<file path="src/sv/directional_line_start_generator_unit_macros.svh">
// ----------------------------------------------------------------------------
// Directional line start generator assertion macros
// Shared concurrent assertion shorthands, clocked on clk, disabled in reset.
// ----------------------------------------------------------------------------
`ifndef DIRECTIONAL_LINE_START_GENERATOR_UNIT_MACROS_SVH
`define DIRECTIONAL_LINE_START_GENERATOR_UNIT_MACROS_SVH

// same-cycle implication
`define DLSG_ASSERT_IMP(lbl, ante, cons, msg) \
  lbl: assert property (@(posedge clk) disable iff (!rst_n) (ante) |-> (cons)) \
    else $error(msg);

// next-cycle implication
`define DLSG_ASSERT_NXT(lbl, ante, cons, msg) \
  lbl: assert property (@(posedge clk) disable iff (!rst_n) (ante) |=> (cons)) \
    else $error(msg);

`endif

</file>
<file path="src/sv/dlsg_pkg.sv">
// ----------------------------------------------------------------------------
// Directional line start generator package
// Widths, register indexes, state types and divider interface structs.
// ----------------------------------------------------------------------------
`default_nettype none

package dlsg_pkg;

  localparam int COORD_BITS    = 16;
  localparam int EXT_BITS      = COORD_BITS + 2;
  localparam int STEP_BITS     = 5;
  localparam int DEN_BITS      = STEP_BITS - 1;
  localparam int STEP_MAX      = 15;
  localparam int NUM_BITS      = COORD_BITS;
  localparam int ITER_BITS     = $clog2(NUM_BITS);
  localparam int CFG_ADDR_BITS = 3;
  localparam int IN_TDATA_BITS = 8;
  localparam int OUT_TDATA_BITS = 3 * COORD_BITS;

  localparam logic [CFG_ADDR_BITS-1:0] REG_BOX_LEFT   = 3'd0;
  localparam logic [CFG_ADDR_BITS-1:0] REG_BOX_RIGHT  = 3'd1;
  localparam logic [CFG_ADDR_BITS-1:0] REG_BOX_TOP    = 3'd2;
  localparam logic [CFG_ADDR_BITS-1:0] REG_BOX_BOTTOM = 3'd3;
  localparam logic [CFG_ADDR_BITS-1:0] REG_STEP_X     = 3'd4;
  localparam logic [CFG_ADDR_BITS-1:0] REG_STEP_Y     = 3'd5;

  localparam logic signed [EXT_BITS-1:0] ONE_E = EXT_BITS'(1);

  typedef enum logic [1:0] {
    PH_DONE,
    PH_TOP,
    PH_SIDE
  } phase_t;

  typedef enum logic [2:0] {
    ST_IDLE,
    ST_PREP,
    ST_DIV1,
    ST_DIV2,
    ST_FIN
  } seq_state_t;

  typedef struct packed {
    logic                start;
    logic [NUM_BITS-1:0] numer;
    logic [DEN_BITS-1:0] denom;
  } div_req_t;

  typedef struct packed {
    logic                done;
    logic [NUM_BITS-1:0] quot;
  } div_rsp_t;

endpackage

`default_nettype wire

</file>
<file path="src/sv/dlsg_div.sv">
// ----------------------------------------------------------------------------
// Directional line start generator divider
// Restoring unsigned divider, one quotient bit per cycle, small divisor.
// ----------------------------------------------------------------------------
`default_nettype none

module dlsg_div (
  input  wire logic               clk,
  input  wire logic               rst_n,
  input  wire dlsg_pkg::div_req_t req,
  output dlsg_pkg::div_rsp_t      rsp
);

  logic                                busy_r;
  logic                                done_r;
  logic [dlsg_pkg::ITER_BITS-1:0]      cnt_r;
  logic [dlsg_pkg::DEN_BITS-1:0]       rem_r;
  logic [dlsg_pkg::NUM_BITS-1:0]       quo_r;
  logic [dlsg_pkg::DEN_BITS-1:0]       den_r;
  logic [dlsg_pkg::DEN_BITS:0]         trial;
  logic [dlsg_pkg::DEN_BITS:0]         diff;
  logic                                ge;

  assign trial = {rem_r, quo_r[dlsg_pkg::NUM_BITS-1]};
  assign ge    = trial >= {1'b0, den_r};
  assign diff  = trial - {1'b0, den_r};

  always_ff @(posedge clk) begin
    if (!rst_n) begin
      busy_r <= 1'b0;
      done_r <= 1'b0;
      cnt_r  <= '0;
    end else begin
      done_r <= 1'b0;
      if (req.start) begin
        busy_r <= 1'b1;
        cnt_r  <= '0;
      end else if (busy_r) begin
        cnt_r <= cnt_r + 1'b1;
        if (cnt_r == dlsg_pkg::ITER_BITS'(dlsg_pkg::NUM_BITS - 1)) begin
          busy_r <= 1'b0;
          done_r <= 1'b1;
        end
      end
    end
  end

  always_ff @(posedge clk) begin
    if (req.start) begin
      rem_r <= '0;
      quo_r <= req.numer;
      den_r <= req.denom;
    end else if (busy_r) begin
      rem_r <= ge ? diff[dlsg_pkg::DEN_BITS-1:0] : trial[dlsg_pkg::DEN_BITS-1:0];
      quo_r <= {quo_r[dlsg_pkg::NUM_BITS-2:0], ge};
    end
  end

  assign rsp.done = done_r;
  assign rsp.quot = quo_r;

endmodule

`default_nettype wire

</file>
<file path="src/sv/directional_line_start_generator_unit.sv">
// Items are handled one at a time: an exhausted walk goes straight to the
//   result, a line takes one or two per-axis counts, each one pass of the
//   shared restoring divider, and the next item is taken on return to idle,
//   once the result has moved into the output register.
// Reset (rst_n low, synchronous): walk finished, registers to their reset
//   values (step_x 1, all others 0), output channel empty.
// ----------------------------------------------------------------------------
// Directional line start generator
// Gives one output per item: a border line's start pixel and in-box pixel count, or an all-zero item once exhausted.
// ----------------------------------------------------------------------------
`default_nettype none

`include "directional_line_start_generator_unit_macros.svh"

module directional_line_start_generator_unit (
  input  wire logic                                  clk,
  input  wire logic                                  rst_n,
  input  wire logic                                  cfg_we,
  input  wire logic [dlsg_pkg::CFG_ADDR_BITS-1:0]    cfg_addr,
  input  wire logic [dlsg_pkg::COORD_BITS-1:0]       cfg_wdata,
  input  wire logic                                  in_tvalid,
  output logic                                       in_tready,
  // [0] restart, [7:1] zero
  input  wire logic [dlsg_pkg::IN_TDATA_BITS-1:0]    in_tdata,
  output logic                                       out_tvalid,
  input  wire logic                                  out_tready,
  // [15:0] start_x, [31:16] start_y, [47:32] line_length
  output logic [dlsg_pkg::OUT_TDATA_BITS-1:0]        out_tdata,
  // [0] line_valid
  output logic                                       out_tuser,
  output logic                                       out_tlast
);

  localparam int CB = dlsg_pkg::COORD_BITS;
  localparam int EB = dlsg_pkg::EXT_BITS;
  localparam int SB = dlsg_pkg::STEP_BITS;
  localparam int DB = dlsg_pkg::DEN_BITS;
  localparam int NB = dlsg_pkg::NUM_BITS;

  function automatic logic signed [EB-1:0] ext_s(input logic [CB-1:0] v);
    return EB'($signed(v));
  endfunction

  function automatic logic signed [EB-1:0] ext_u(input logic [DB:0] v);
    return $signed(EB'(v));
  endfunction

  // configuration registers
  logic [CB-1:0] box_left_r, box_right_r, box_top_r, box_bottom_r;
  logic [SB-1:0] step_x_r, step_y_r;

  always_ff @(posedge clk) begin
    if (!rst_n) begin
      box_left_r   <= '0;
      box_right_r  <= '0;
      box_top_r    <= '0;
      box_bottom_r <= '0;
      step_x_r     <= SB'(1);
      step_y_r     <= '0;
    end else if (cfg_we) begin
      case (cfg_addr)
        dlsg_pkg::REG_BOX_LEFT:   box_left_r   <= cfg_wdata;
        dlsg_pkg::REG_BOX_RIGHT:  box_right_r  <= cfg_wdata;
        dlsg_pkg::REG_BOX_TOP:    box_top_r    <= cfg_wdata;
        dlsg_pkg::REG_BOX_BOTTOM: box_bottom_r <= cfg_wdata;
        dlsg_pkg::REG_STEP_X:     step_x_r     <= cfg_wdata[SB-1:0];
        dlsg_pkg::REG_STEP_Y:     step_y_r     <= cfg_wdata[SB-1:0];
        default: ;
      endcase
    end
  end

  // walk state
  dlsg_pkg::seq_state_t      state_r, state_nxt;
  dlsg_pkg::phase_t          phase_r, phase_nxt;
  logic [DB-1:0]             border_r, border_nxt;
  logic signed [EB-1:0]      cx_r, cx_nxt, cy_r, cy_nxt, side_top_r, side_top_nxt;
  logic [CB-1:0]             wl_r, wl_nxt, wr_r, wr_nxt, wt_r, wt_nxt, wb_r, wb_nxt;
  logic signed [SB-1:0]      dx_r, dx_nxt;
  logic [DB-1:0]             dy_r, dy_nxt;
  logic                      live_r, live_nxt;
  logic                      empty_r, empty_nxt;
  logic [NB-1:0]             c1_r, c1_nxt, len_r, len_nxt;

  // output register
  logic                      ov_r, ov_nxt;
  logic [CB-1:0]             ox_r, ox_nxt, oy_r, oy_nxt, olen_r, olen_nxt;
  logic                      oline_r, oline_nxt, olast_r, olast_nxt;

  dlsg_pkg::div_req_t        div_req;
  dlsg_pkg::div_rsp_t        div_rsp;

  dlsg_div u_div (
    .clk   (clk),
    .rst_n (rst_n),
    .req   (div_req),
    .rsp   (div_rsp)
  );

  // restart values from the configuration
  logic signed [SB-1:0] sx_c, sy_c, rdx;
  logic [DB-1:0]        rdy;
  logic signed [EB-1:0] cl, cr, ct, cb;
  logic                 r_empty;

  always_comb begin
    sx_c = $signed(step_x_r);
    sy_c = $signed(step_y_r);
    if (sx_c < -dlsg_pkg::STEP_MAX) sx_c = SB'(-dlsg_pkg::STEP_MAX);
    if (sx_c > dlsg_pkg::STEP_MAX)  sx_c = SB'(dlsg_pkg::STEP_MAX);
    if (sy_c < -dlsg_pkg::STEP_MAX) sy_c = SB'(-dlsg_pkg::STEP_MAX);
    if (sy_c > dlsg_pkg::STEP_MAX)  sy_c = SB'(dlsg_pkg::STEP_MAX);
    if (sy_c < 0) begin
      rdx = -sx_c;
      rdy = DB'(-sy_c);
    end else begin
      rdx = sx_c;
      rdy = DB'(sy_c);
    end
    cl = ext_s(box_left_r);
    cr = ext_s(box_right_r);
    ct = ext_s(box_top_r);
    cb = ext_s(box_bottom_r);
    r_empty = (cr <= cl) || (cb <= ct) || ((rdx == '0) && (rdy == '0));
  end

  // walk views
  logic signed [EB-1:0] el, er, et, eb;
  logic                 dx_pos;
  logic [DB-1:0]        adx;

  assign el     = ext_s(wl_r);
  assign er     = ext_s(wr_r);
  assign et     = ext_s(wt_r);
  assign eb     = ext_s(wb_r);
  assign dx_pos = dx_r > 0;
  assign adx    = dx_r < 0 ? DB'(-dx_r) : DB'(dx_r);

  // advance to the next line
  dlsg_pkg::phase_t     adv_phase;
  logic [DB-1:0]        adv_border;
  logic signed [EB-1:0] adv_cx, adv_cy, adv_side;
  logic [DB:0]          nbi;
  logic signed [EB-1:0] side_start, side_cx;

  always_comb begin
    adv_phase  = phase_r;
    adv_border = border_r;
    adv_cx     = cx_r;
    adv_cy     = cy_r;
    adv_side   = side_top_r;
    nbi        = {1'b0, border_r} + 1'b1;
    side_start = et + ext_u({1'b0, dy_r});
    side_cx    = dx_pos ? el : er - dlsg_pkg::ONE_E;
    case (phase_r)
      dlsg_pkg::PH_TOP: begin
        if (cx_r + dlsg_pkg::ONE_E >= er) begin
          adv_cx = el;
          if (nbi >= {1'b0, dy_r}) begin
            if (dx_r == '0 || side_start >= eb) begin
              adv_phase = dlsg_pkg::PH_DONE;
            end else begin
              adv_phase  = dlsg_pkg::PH_SIDE;
              adv_border = '0;
              adv_cy     = side_start;
              adv_cx     = side_cx;
              adv_side   = side_start;
            end
          end else begin
            adv_border = nbi[DB-1:0];
            adv_cy     = et + ext_u(nbi);
          end
        end else begin
          adv_cx = cx_r + dlsg_pkg::ONE_E;
        end
      end
      dlsg_pkg::PH_SIDE: begin
        if (cy_r + dlsg_pkg::ONE_E >= eb) begin
          adv_cy = side_top_r;
          if (nbi >= {1'b0, adx}) begin
            adv_phase = dlsg_pkg::PH_DONE;
          end else begin
            adv_border = nbi[DB-1:0];
            adv_cx     = dx_pos ? el + ext_u(nbi) : er - dlsg_pkg::ONE_E - ext_u(nbi);
          end
        end else begin
          adv_cy = cy_r + dlsg_pkg::ONE_E;
        end
      end
      default: ;
    endcase
  end

  // per-axis count operands
  logic signed [EB-1:0] s1, e1, s2, e2, n1, n2;
  logic [DB-1:0]        d1, d2;
  logic                 need2;

  always_comb begin
    if (phase_r == dlsg_pkg::PH_SIDE) begin
      s1    = el + ext_u({1'b0, border_r});
      e1    = er;
      d1    = adx;
      s2    = cy_r;
      e2    = eb;
      d2    = dy_r;
      need2 = dy_r != '0;
    end else begin
      s1    = et + ext_u({1'b0, border_r});
      e1    = eb;
      d1    = dy_r;
      s2    = dx_pos ? cx_r : el;
      e2    = dx_pos ? er : cx_r + dlsg_pkg::ONE_E;
      d2    = adx;
      need2 = dx_r != '0;
    end
    n1 = e1 - s1 - dlsg_pkg::ONE_E;
    n2 = e2 - s2 - dlsg_pkg::ONE_E;
  end

  logic [NB-1:0] cnt_res;
  logic          out_free;

  assign cnt_res  = empty_r ? '0 : div_rsp.quot + NB'(1);
  assign out_free = !ov_r || out_tready;
  assign in_tready = state_r == dlsg_pkg::ST_IDLE;

  // sequencer
  always_comb begin
    state_nxt    = state_r;
    phase_nxt    = phase_r;
    border_nxt   = border_r;
    cx_nxt       = cx_r;
    cy_nxt       = cy_r;
    side_top_nxt = side_top_r;
    wl_nxt       = wl_r;
    wr_nxt       = wr_r;
    wt_nxt       = wt_r;
    wb_nxt       = wb_r;
    dx_nxt       = dx_r;
    dy_nxt       = dy_r;
    live_nxt     = live_r;
    empty_nxt    = empty_r;
    c1_nxt       = c1_r;
    len_nxt      = len_r;
    ov_nxt       = ov_r && !out_tready;
    ox_nxt       = ox_r;
    oy_nxt       = oy_r;
    olen_nxt     = olen_r;
    oline_nxt    = oline_r;
    olast_nxt    = olast_r;
    div_req      = '0;
    case (state_r)
      dlsg_pkg::ST_IDLE: begin
        if (in_tvalid) begin
          state_nxt = dlsg_pkg::ST_PREP;
          if (in_tdata[0]) begin
            wl_nxt     = box_left_r;
            wr_nxt     = box_right_r;
            wt_nxt     = box_top_r;
            wb_nxt     = box_bottom_r;
            dx_nxt     = rdx;
            dy_nxt     = rdy;
            border_nxt = '0;
            if (r_empty) begin
              phase_nxt = dlsg_pkg::PH_DONE;
            end else if (rdy != '0) begin
              phase_nxt = dlsg_pkg::PH_TOP;
              cx_nxt    = cl;
              cy_nxt    = ct;
            end else begin
              phase_nxt    = dlsg_pkg::PH_SIDE;
              side_top_nxt = ct;
              cy_nxt       = ct;
              cx_nxt       = rdx > 0 ? cl : cr - dlsg_pkg::ONE_E;
            end
          end
        end
      end
      dlsg_pkg::ST_PREP: begin
        if (phase_r == dlsg_pkg::PH_DONE) begin
          live_nxt  = 1'b0;
          state_nxt = dlsg_pkg::ST_FIN;
        end else begin
          live_nxt      = 1'b1;
          empty_nxt     = s1 >= e1;
          div_req.start = 1'b1;
          div_req.numer = n1[NB-1:0];
          div_req.denom = d1;
          state_nxt     = dlsg_pkg::ST_DIV1;
        end
      end
      dlsg_pkg::ST_DIV1: begin
        if (div_rsp.done) begin
          if (need2) begin
            c1_nxt        = cnt_res;
            empty_nxt     = s2 >= e2;
            div_req.start = 1'b1;
            div_req.numer = n2[NB-1:0];
            div_req.denom = d2;
            state_nxt     = dlsg_pkg::ST_DIV2;
          end else begin
            len_nxt   = cnt_res;
            state_nxt = dlsg_pkg::ST_FIN;
          end
        end
      end
      dlsg_pkg::ST_DIV2: begin
        if (div_rsp.done) begin
          len_nxt   = c1_r < cnt_res ? c1_r : cnt_res;
          state_nxt = dlsg_pkg::ST_FIN;
        end
      end
      dlsg_pkg::ST_FIN: begin
        if (out_free) begin
          ov_nxt    = 1'b1;
          state_nxt = dlsg_pkg::ST_IDLE;
          if (live_r) begin
            ox_nxt       = cx_r[CB-1:0];
            oy_nxt       = cy_r[CB-1:0];
            olen_nxt     = len_r;
            oline_nxt    = 1'b1;
            olast_nxt    = adv_phase == dlsg_pkg::PH_DONE;
            phase_nxt    = adv_phase;
            border_nxt   = adv_border;
            cx_nxt       = adv_cx;
            cy_nxt       = adv_cy;
            side_top_nxt = adv_side;
          end else begin
            ox_nxt    = '0;
            oy_nxt    = '0;
            olen_nxt  = '0;
            oline_nxt = 1'b0;
            olast_nxt = 1'b0;
          end
        end
      end
      default: state_nxt = dlsg_pkg::ST_IDLE;
    endcase
  end

  always_ff @(posedge clk) begin
    if (!rst_n) begin
      state_r    <= dlsg_pkg::ST_IDLE;
      phase_r    <= dlsg_pkg::PH_DONE;
      border_r   <= '0;
      cx_r       <= '0;
      cy_r       <= '0;
      side_top_r <= '0;
      wl_r       <= '0;
      wr_r       <= '0;
      wt_r       <= '0;
      wb_r       <= '0;
      dx_r       <= SB'(1);
      dy_r       <= '0;
      live_r     <= 1'b0;
      ov_r       <= 1'b0;
    end else begin
      state_r    <= state_nxt;
      phase_r    <= phase_nxt;
      border_r   <= border_nxt;
      cx_r       <= cx_nxt;
      cy_r       <= cy_nxt;
      side_top_r <= side_top_nxt;
      wl_r       <= wl_nxt;
      wr_r       <= wr_nxt;
      wt_r       <= wt_nxt;
      wb_r       <= wb_nxt;
      dx_r       <= dx_nxt;
      dy_r       <= dy_nxt;
      live_r     <= live_nxt;
      ov_r       <= ov_nxt;
    end
  end

  always_ff @(posedge clk) begin
    empty_r <= empty_nxt;
    c1_r    <= c1_nxt;
    len_r   <= len_nxt;
    ox_r    <= ox_nxt;
    oy_r    <= oy_nxt;
    olen_r  <= olen_nxt;
    oline_r <= oline_nxt;
    olast_r <= olast_nxt;
  end

  assign out_tvalid = ov_r;
  assign out_tdata  = {olen_r, oy_r, ox_r};
  assign out_tuser  = oline_r;
  assign out_tlast  = olast_r;

  `DLSG_ASSERT_NXT(a_busy_after_accept, in_tvalid && in_tready, !in_tready, "ready right after accept")
  `DLSG_ASSERT_IMP(a_done_zero, out_tvalid && !out_tuser, out_tdata == '0 && !out_tlast, "exhausted item not zero")
  `DLSG_ASSERT_IMP(a_last_valid, out_tvalid && out_tlast, out_tuser, "last line without line")
  `DLSG_ASSERT_IMP(a_div_state, div_rsp.done, state_r == dlsg_pkg::ST_DIV1 || state_r == dlsg_pkg::ST_DIV2, "divider done outside count")
  `DLSG_ASSERT_IMP(a_fin_phase, state_r == dlsg_pkg::ST_FIN && live_r, phase_r != dlsg_pkg::PH_DONE, "live line in finished walk")

endmodule

`default_nettype wire

</file>
<file path="config.mk">
export PLATFORM = sky130hd
export DESIGN_NAME = directional_line_start_generator_unit
export DESIGN_NICKNAME = d
export VERILOG_FILES = /design/src/sv/dlsg_pkg.sv /design/src/sv/dlsg_div.sv /design/src/sv/directional_line_start_generator_unit.sv
export VERILOG_INCLUDE_DIRS = /design/src /design/src/sv
export SDC_FILE = /design/constraint.sdc
export NUM_CORES = 1
export LEC_CHECK = 0
export ABC_AREA = 1
export BUFFER_PORTS_ARGS = -buffer_cell sky130_fd_sc_hd__buf_4
export CAP_MARGIN = 10
export CORE_UTILIZATION = 50
export CTS_CLUSTER_DIAMETER = 30
export DETAILED_ROUTE_END_ITERATION = 6
export PLACE_DENSITY_LB_ADDON = 0.25
export REMOVE_ABC_BUFFERS = 1
export SLEW_MARGIN = 20
export SYNTH_ARGS = -nofsm -noshare
export SYNTH_HDL_FRONTEND = slang
export SYNTH_SLANG_ARGS = --single-unit
</file>
<file path="constraint.sdc">
create_clock -name clk -period 6.69 [get_ports clk]
set_clock_uncertainty 0.05 [all_clocks]
set_input_delay 0.3345 -clock clk [delete_from_list [all_inputs] [get_ports clk]]
set_output_delay 0.3345 -clock clk [all_outputs]
set_load 0.02 [all_outputs]
</file>
==> results.json <==
{
  "status": "finished, final reports clean",
  "nets": 3872,
  "antenna_found_initial": 1,
  "slew_viol_final": 0,
  "core_area_sq_um": 47800,
  "hold_violations": 0,
  "finalCritPeriodShare_pct": 77.4,
  "htreeDepth": 3,
  "async_flop_share_pct": 0,
  "clk_pin_slew_ns": 0.05,
  "r2r_start": "phase_r[0]",
  "rows": 80,
  "cp.required_ns": 6.99,
  "rsz0062_at_grt": "false",
  "via_per_inst": 5.61,
  "cts-buffers-inserted": 82,
  "ir_worst_vdd_v": 0.000211,
  "grt_max_degree": 85,
  "ff2ff_setup_slack_ns": 1.51,
  "layout_common_cells": "nand2_1, inv_1, o21ai_0",
  "syn2layout_area_growth_pct": 16.3,
  "wirelength_mm": 81.6,
  "clockBufferDepth": 3,
  "synth-edff-count": 103,
  "fp.dieW_microns": 223,
  "die_height_microns": 223,
  "slew_headroom_pct": 33.0,
  "max_clock_freq_mhz": 193,
  "min_path_cells": 3,
  "hold_path.class": "input pin to register",
  "ant_nets": 0,
  "dr.pass1.iters": 5,
  "path_class": "register to register",
  "syn_avg_cell_area_sq_um": 6.82,
  "grt_pass1_wl_mm": 125,
  "p_per_area_nw_per_um2": 360,
  "worst_slew_pin_slew_ns": 1.00,
  "cts_sinks": 324,
  "r2r_cells": 24,
  "cp-start-kind": "register",
  "drv_cap": 0,
  "cts_tree": "built",
  "crit_arrival_ns": 5.48,
  "fin_crit_ns": 5.18,
  "hold_path_end": "box_top_r[11]",
  "synth_top_area_cell": "dfxtp_1",
  "final_common_cell": "nand2_1",
  "io_buffer_count": 76,
  "crit_fanout": 66,
  "grt_overflow_total": 0,
  "cts_setup_buffers": 0,
  "vias": 24100,
  "r2r_end": "u_div.quo_r[15]",
  "num_io_pins": 84,
  "grt_usage_pct": 32.7,
  "p_leak_uw": 0.0130,
  "postSynthCellCount": 3570,
  "fp.dieArea_sq_um": 49600,
  "place_congestion": 0.988,
  "placedInstanceArea_sq_um": 25300,
  "drc": 0,
  "setup_tns_ns": 0,
  "final.setup.worst_slack_ns": 1.51,
  "netlist_area_sq_um": 24300,
  "synth.area.top_cells": "dfxtp_1, edfxtp_1, nand2_1",
  "setup_viol": 0,
  "synth_top_area_share_pct": 18.2,
  "holdWs_ns": 0.0153,
  "cp-end-kind": "register",
  "synth_warnings": 0,
  "synth.distinct_cells": 64,
  "drive_above_1_share_pct": 8.21,
  "ys_seq_area_share_pct": 30.9,
  "synth_ff_type": "dfxtp_1",
  "min-delay-start": "cfg_wdata[11]",
  "insertion_delay_ns": 0.62,
  "start_util_pct": 50.9,
  "avgRoutedWirePerCell_microns": 19.0,
  "pre_cts_ws_ns": 1.59,
  "cts_root_buf": "clkbuf_16",
  "antenna_cells": 0,
  "synth-seq-cells": 324,
  "fin_area_sq_um": 28300,
  "drt_iter0_drc": 2396,
  "dp_hpwl_mm": 61.6,
  "grt_pass1_vias": 22000
}
[how the worst max path moves through the flow]
stage | from | endpoint | depth (start not counted)
after global routing | phase_r[0] | u_div.quo_r[15] | 24
after detailed placement | phase_r[0] | u_div.quo_r[15] | 24
after floorplan | phase_r[0] | u_div.quo_r[0] | 11
after CTS | phase_r[0] | u_div.quo_r[15] | 24
final | phase_r[0] | u_div.quo_r[15] | 24
after global placement | phase_r[0] | u_div.quo_r[15] | 24
[kinds of logic (layout without fill, tap and decap cells)]
family	count (synthesis)	after routing	share of synthesized area, %
adders and majority gates	220	220	11.6
xor gates and xnor gates	92	92	3.34
and+or+nand+nor	1393	1393	24.3
buffers and inverters	656	775	10.4
DFF	324	324	30.9
AOI/OAI and AO/OA	885	885	19.5
[final cells by class]
type                       instances  area [sq um]
clock buffer                      99          2240
clock inverter                    54           664
fill                            4611         19500
inverter                         516          1940
multi-input combinational       2590         14400
sequential                       324          7520
tap                              615           769
timing repair buffer             106           828
[state kept, by name (all words and copies together) (netlist names), 5 cells and up]
name and flops:
box_bottom_r 16, box_left_r 16, box_right_r 16, box_top_r 16, c1_r 16, cx_r 18
cy_r 18, dx_r 5, len_r 16, olen_r 16, ox_r 16, oy_r 16
side_top_r 17, step_x_r 5, step_y_r 5, u_div.quo_r 16, wb_r 16, wl_r 16
wr_r 16, wt_r 16
[critical path: stages (launching register included)]
cell,delay [ns]
dfxtp_1,0.34
inv_1,0.13
ha_4,0.64
nand2_1,0.10
o21ai_0,0.10
ha_1,0.19
inv_1,0.05
fa_1,0.39
o21ai_0,0.62
nand3_1,0.23
inv_1,0.13
nand3_1,0.09
xnor2_1,0.19
ha_1,0.40
nand2_1,0.09
nor3_1,0.19
nand3_1,0.10
nand3_1,0.14
nand2_1,0.06
nand2_1,0.09
nand2_1,0.09
o21bai_1,0.17
a21oi_1,0.08
o21ai_0,0.10
o211ai_1,0.10
[cell usage after synthesis (all sizes together) (3+ instances only)]
| cell | n |
|---|---|
| nor2 | 337 |
| buf | 39 |
| nor4 | 8 |
| a22oi | 7 |
| xnor2 | 11 |
| nand3b | 6 |
| a211oi | 7 |
| inv | 513 |
| a31oi | 8 |
| a21oi | 360 |
| o22ai | 14 |
| and2 | 17 |
| o221ai | 5 |
| or2 | 12 |
| a32oi | 3 |
| nand4 | 39 |
| fa | 8 |
| xor2 | 81 |
| o211ai | 31 |
| nand2 | 738 |
| nand3 | 188 |
| clkinv | 3 |
| nor3b | 4 |
| a21boi | 4 |
| a21o | 9 |
| edfxtp | 103 |
| nor3 | 41 |
| o21ai | 408 |
| o21bai | 5 |
| o31ai | 5 |
| o21a | 7 |
| ha | 212 |
| dfxtp | 221 |
| clkbuf | 101 |
[where the power goes]
part / internal, uW / total, uW / switching, uW
registers: 2220 / 2450 / 232
clock network: 2840 / 4130 / 1280
logic: 1110 / 3610 / 2500
total: 6170 / 10200 / 4010
[routing by layer]
layer  vias to the layer above  part of all wire [%]  track usage [%]
met4                         0                   4.6             15.8
met1                     11000                    43             43.4
met5                         -                     0                0
met3                       182                   8.8             5.98
li1                      11900                     -                -
met2                      1030                    44             51.2
[through the flow]
stage	total power, uW	std cells	util (%)
final	10200	4304	59.2
after global routing	10700	4304	59.2
after detailed placement	5940	4138	52.8
after global placement	5910	4138	52.8
after CTS	10100	4304	59.2
after floorplan	4820	3430	-
[repair_timing]
action                                 in CTS  in global routing
resized for setup                           0                  0
endpoints found under the hold margin      36                  0
hold buffers                               13                  0
No activity file was read; power rests on OpenSTA's default activity.
